==> config.mk <==
export PLATFORM = sky130hd
export DESIGN_NAME = dsp_ctrl
export DESIGN_NICKNAME = d
export VERILOG_FILES = /design/src/hw/rtl/dsp_pkg.sv /design/src/hw/rtl/dsp_ctrl.sv
export SDC_FILE = /design/constraint.sdc
export NUM_CORES = 1
export LEC_CHECK = 0
export ABC_AREA = 1
export CAP_MARGIN = 20
export CELL_PAD_IN_SITES_DETAIL_PLACEMENT = 1
export CELL_PAD_IN_SITES_GLOBAL_PLACEMENT = 1
export CORE_MARGIN = 8
export CORE_UTILIZATION = 34
export CTS_CLUSTER_DIAMETER = 150
export DETAILED_ROUTE_END_ITERATION = 10
export DONT_BUFFER_PORTS = 1
export HOLD_SLACK_MARGIN = 0.05
export PLACE_DENSITY = 0.78
export SYNTH_ARGS = -nofsm -noshare
export SYNTH_HDL_FRONTEND = slang
export SYNTH_SLANG_ARGS = --single-unit
==> constraint.sdc <==
create_clock -name clk -period 1.13 [get_ports clk]
set_clock_uncertainty 0.05 [all_clocks]
set_input_delay 0 -clock clk [delete_from_list [all_inputs] [get_ports clk]]
set_output_delay 0 -clock clk [all_outputs]
set_load 0.03 [all_outputs]
==> src/hw/rtl/dsp_pkg.sv <==
package dsp_pkg;

  localparam logic [1:0] OP_CLEAR = 2'd0;
  localparam logic [1:0] OP_ADD   = 2'd1;
  localparam logic [1:0] OP_QUERY = 2'd2;

  localparam logic [23:0] DIST_INF = 24'hFFFFFF;

  typedef enum logic [3:0] {
    DP_NOP,
    DP_LOAD,
    DP_CLEAR,
    DP_ADD_RD,
    DP_ADD_WR,
    DP_INIT,
    DP_SCAN,
    DP_SETTLE,
    DP_RELAX,
    DP_WALK_RD,
    DP_WALK_PUSH,
    DP_EMIT,
    DP_FAIL
  } dp_op_t;

  typedef struct packed {
    dp_op_t op;
    logic   cnt_rst;
    logic   cnt_inc;
  } cmd_t;

  typedef struct packed {
    logic [1:0] item_op;
    logic       item_bad;
    logic       item_rep;
    logic       cnt_last;
    logic       clr_last;
    logic       best_found;
    logic       best_hit;
    logic       walk_done;
    logic       emit_last;
    logic       out_free;
  } sts_t;

endpackage

==> src/hw/rtl/dsp_ctrl.sv <==
module dsp_ctrl (
  input  logic          clk,
  input  logic          rst_n,
  input  logic          in_valid,
  output logic          in_stall,
  output dsp_pkg::cmd_t cmd,
  input  dsp_pkg::sts_t sts
);
  import dsp_pkg::*;

  typedef enum logic [3:0] {
    S_CLEAR,
    S_IDLE,
    S_DECODE,
    S_ADD_RD,
    S_ADD_WR,
    S_INIT,
    S_SCAN,
    S_SCAN_TAIL,
    S_PICK,
    S_RELAX,
    S_RELAX_TAIL,
    S_WALK_CHK,
    S_WALK_PUSH,
    S_EMIT,
    S_FAIL
  } state_t;

  state_t state_r, state_nxt;

  always_comb begin
    state_nxt   = state_r;
    cmd.op      = DP_NOP;
    cmd.cnt_rst = 1'b0;
    cmd.cnt_inc = 1'b0;
    case (state_r)
      S_CLEAR: begin
        cmd.op      = DP_CLEAR;
        cmd.cnt_inc = 1'b1;
        if (sts.clr_last) begin
          cmd.cnt_rst = 1'b1;
          state_nxt   = S_IDLE;
        end
      end
      S_IDLE: begin
        if (in_valid) begin
          cmd.op      = DP_LOAD;
          cmd.cnt_rst = 1'b1;
          state_nxt   = S_DECODE;
        end
      end
      S_DECODE: begin
        case (sts.item_op)
          OP_CLEAR: state_nxt = S_CLEAR;
          OP_ADD:   state_nxt = (sts.item_bad || sts.item_rep) ? S_IDLE : S_ADD_RD;
          OP_QUERY: state_nxt = sts.item_bad ? S_FAIL : S_INIT;
          default:  state_nxt = S_IDLE;
        endcase
      end
      S_ADD_RD: begin
        cmd.op    = DP_ADD_RD;
        state_nxt = S_ADD_WR;
      end
      S_ADD_WR: begin
        cmd.op    = DP_ADD_WR;
        state_nxt = S_IDLE;
      end
      S_INIT: begin
        cmd.op      = DP_INIT;
        cmd.cnt_inc = 1'b1;
        if (sts.cnt_last) begin
          cmd.cnt_rst = 1'b1;
          state_nxt   = S_SCAN;
        end
      end
      S_SCAN: begin
        cmd.op      = DP_SCAN;
        cmd.cnt_inc = 1'b1;
        if (sts.cnt_last) begin
          cmd.cnt_rst = 1'b1;
          state_nxt   = S_SCAN_TAIL;
        end
      end
      S_SCAN_TAIL: state_nxt = S_PICK;
      S_PICK: begin
        if (!sts.best_found) begin
          state_nxt = S_FAIL;
        end else begin
          cmd.op    = DP_SETTLE;
          state_nxt = sts.best_hit ? S_WALK_CHK : S_RELAX;
        end
      end
      S_RELAX: begin
        cmd.op      = DP_RELAX;
        cmd.cnt_inc = 1'b1;
        if (sts.cnt_last) begin
          cmd.cnt_rst = 1'b1;
          state_nxt   = S_RELAX_TAIL;
        end
      end
      S_RELAX_TAIL: state_nxt = S_SCAN;
      S_WALK_CHK: begin
        if (sts.walk_done) begin
          state_nxt = S_EMIT;
        end else begin
          cmd.op    = DP_WALK_RD;
          state_nxt = S_WALK_PUSH;
        end
      end
      S_WALK_PUSH: begin
        cmd.op    = DP_WALK_PUSH;
        state_nxt = S_WALK_CHK;
      end
      S_EMIT: begin
        if (sts.out_free) begin
          cmd.op = DP_EMIT;
          if (sts.emit_last) begin
            state_nxt = S_IDLE;
          end
        end
      end
      S_FAIL: begin
        if (sts.out_free) begin
          cmd.op    = DP_FAIL;
          state_nxt = S_IDLE;
        end
      end
      default: state_nxt = S_IDLE;
    endcase
  end

  always_ff @(posedge clk) begin
    if (!rst_n) begin
      state_r <= S_CLEAR;
    end else begin
      state_r <= state_nxt;
    end
  end

  assign in_stall = (state_r != S_IDLE);

endmodule

==> metrics.sh <==
DETAILEDROUTE.FIRSTITERATIONVIOLATIONS=55
RSZ_0062_RAISED_AFTER_GLOBAL_ROUTING='true'
H-TREE-DEPTH=1
DRT_WL_TOTAL_MM=4.330
COUNT_OF_PORT_BUFFERS_ADDED_DURING_PLACEMENT=0
FINALNETCOUNT=170
WORST_HOLD_PATH.ENDPOINT='state_r[2]'
YOSYSTOPAREACELLSHARE_PCT=22.74
STATUS='complete, but fails checks'
NUMBER_OF_GLOBAL_ROUTE_VIAS_BEFORE_REPAIR=1083
P_PER_AREA_mW_PER_MM2=2511
DIE-AREA_MM2=0.003342
POST_DRT_WL_PER_CELL_UM=25.17
SYNTH.MOST_COMMON_CELL='nand2_1'
FINALWORSTSETUPSLACK_PS=-492.8
CLOCK_PIN_SLEW_REPORTED_FOR_THE_WORST_SETUP_AND_HOLD_PATHS_AFTER_CLOCK_TREE_SYNTHESIS_PS=60
CORE_MM2=0.001689
AREA_GROWTH_PCT=100.6
WORSTPATHMAXFANOUT=5
YOSYSTOPAREACELL='nand2_1'
GRT_START_MAX_NET_PINS=7
NETLIST_AREA_UM2=594.3
GRT_PASS1_WL_MM=5.430
PLACE_CONGESTION=0.8891
LARGEST_REGISTER='state_r'
POST-ROUTE-PERIOD-UTIL_PCT=143.6
LARGEST_REGISTER_FF_COUNT=4
HOLD-PATH-CELL-COUNT=5
SYNTH_WARN=0
CLOCK.FMAX_MHz=616.2
VIOLATIONS='negative setup slack'
FIRST_PASS_ITERS=4
SETUP.REG_TO_REG.WORST_SLACK_PS=-490
VDD_DROP_MAX_uV=1383
SYNTH.NET_COUNT=131
FF2FF_PATH_DEPTH=9
CLK-INSERTION-DELAY-LATE_PS=270
ANT_NETS=0
DIE_X_UM=57.81
END_KIND='flip-flop'
SOURCE_OF_THE_WORST_REGISTER_TO_REGISTER_TIMING_PATH='state_r[1]'
CTS_TREE='built'
FINAL_HOLD_VIOL_COUNT=0
GRT_ANTENNA_BEFORE_REPAIR=0
WORSTPATHARRIVAL_PS=1740
SYN_INST=117
BIGGESTREGSBYFLOPS='state_r: 4 flops'
FIN_SETUP_TNS_PS=-4465
YS_TOP_CELLS_BY_AREA='nand2_1 (23%), dfxtp_1 (13%), nor2_1 (13%), nand3_1 (11%), inv_1 (10%)'
MAXCAPVIOLCOUNT=0
FP-ROW-COUNT=15
DPL.HPWL_MM=2.045
CLOCK-ROOT-BUFFER='clkbuf_4'
SYNTHTOPCELLSBYCOUNT='nand2_1 (36), nor2_1 (21), inv_1 (16), nand3_1 (13), a21oi_1 (5)'
ANTENNA_CELLS_INSERTED=0
DIE_HEIGHT_UM=57.81
ASYNC_FLOP_SHARE_PCT=0
CTSLONGESTPATHBUFFERS=2
CTS_SINKS=4
POSTSYNTH.TOPFLOPCELL='dfxtp_1'
REPORT.FINAL.SETUP_VIOL=11
DRIVE_GT1_SHARE_PCT=58.06
REQUIRED_PS=1240
SYNTH_ENABLE_FLOP_CELLS=0
IO_PINS=21
SYNTH.YOSYS.SEQ_AREA_SHARE_PCT=13.47
MIN-DELAY-PATH-CLASS='input port to flip-flop'
TIMING.MAX_SLEW.REL_SLACK_PCT=78.56
SYNTH-SEQ-CELLS=4
PERIOD_NEEDED_PS=1623
CTS-BUFFERS-INSERTED=3
AVGVIACOUNTPERCELL=6.029
VIA_COUNT=1037
GRT_UTIL_ALL_LAYERS_PCT=20.87
NUMPLACEDINSTANCES=155
FINAL-INSTANCE-COUNT-EXCL-FILL=172
WORST_SETUP_START_KIND='flip-flop'
MIN-DELAY-START='sts[4]'
STARTING_DENSITY_PCT=35.19
CRITICALPATHCATEGORY='flip-flop to flip-flop'
REMAINING_DRC_ERRORS=0
TIGHTESTPINTRANSITION_PS=331.8
GLOBAL_ROUTE_OVERFLOW=0
POSTSYNTHAREAPERCELL_UM2=5.080
LEAKAGEPOWER_nW=0.6116
WORST_R2R_ENDPOINT='state_r[0]'
YS_TYPES=17
SLEW_VIOL_FINAL=0
==> how the worst max path moves through the flow <==
stage,startpoint,endpoint
final,state_r[1],state_r[0]
after floorplan,state_r[0],state_r[3]
after global placement,state_r[3],cmd[5]
after global routing,state_r[1],state_r[0]
after detailed placement,state_r[3],cmd[5]
after CTS,state_r[2],cmd[1]
==> layer usage <==
layer	vias up	routed length (um)	global-route usage [%]
met2	65	2057	36.46
met1	499	1632	23.55
met4	0	263	6.993
li1	447	-	-
met3	26	376	5.960
met5	-	0	0
==> layout by cell type, fill, tap and decap left out <==
cell type      count
o21ai_0            2
dfxtp_4            4
a21oi_2            3
nand2_1           24
inv_2              3
inv_4              4
a21oi_1            2
nor2_2             4
buf_6             10
nand3b_1           2
nand2_4            4
inv_6              1
nand3_1            5
dlygate4sd3_1      1
buf_4             19
o221ai_4           1
nand4_1            1
clkbuf_4           3
nor2_1            14
o211ai_1           1
nand3_4            1
o21ai_4            1
nand3_2            8
buf_12             4
nand2_2           13
o21ai_1            1
nor2_4             7
inv_1             11
clkbuf_1           1
==> cell type report <==
type | instances | area, um^2
Inverter | 19 | 86.33
Timing Repair Buffer | 34 | 345.3
Tap cell | 17 | 21.27
Fill cell | 204 | 496.7
Multi-Input combinational cell | 94 | 618.1
Sequential cell | 4 | 95.09
Clock buffer | 4 | 26.28
==> logic make-up (layout without fill, tap and decap cells) <==
kind of cell	after synthesis	after routing	share of synthesized area, %
AO/OA/AOI/OAI	11	11	10.32
buffers and inverters	19	57	12.00
flip-flops	4	4	13.47
AND/OR/NAND/NOR	83	83	64.21
==> power by group <==
| part | internal (W) | total (W) | switching [W] |
|---|---|---|---|
| Sequential | 0.000201 | 0.000303 | 0.000101 |
| Clock | 0.000135 | 0.000235 | 0.0000995 |
| Combinational | 0.00109 | 0.00246 | 0.00136 |
==> per-stage QoR <==
| stage | util, % | hold slack (ps) | setup slack (ps) | instance area [um^2] | total power (W) |
|---|---|---|---|---|---|
| after floorplan | - | 66.10 | -65.60 | 649.4 | 0.001234 |
| after global placement | 52.00 | 68.73 | -215.4 | 878.3 | 0.001918 |
| after detailed placement | 52.00 | 77.16 | -253.2 | 878.3 | 0.001978 |
| after CTS | 63.85 | 63.22 | -340.7 | 1079 | 0.002586 |
| after global routing | 70.59 | 77.83 | -540.4 | 1192 | 0.003095 |
| final | 70.59 | 81.76 | -492.8 | 1192 | 0.002994 |
==> critical path: stages, from the launching register on <==
cell	delay [ps]
dfxtp_4	410
nor2_2	70
buf_6	120
nand3_2	90
nand2_2	90
buf_4	140
nor2_1	170
o211ai_1	160
nor2_1	150
nor2_1	50
==> timing repair <==
item | 4_1_cts | 5_1_grt
endpoints found under the hold margin | 4 | 0
resized for setup | 31 | 28
hold buffers | 1 | 0
setup endpoints to repair | 11 | 11
setup buffers | 9 | 3
pin swaps | 16 | 11
(Power assumes the default switching activity.)
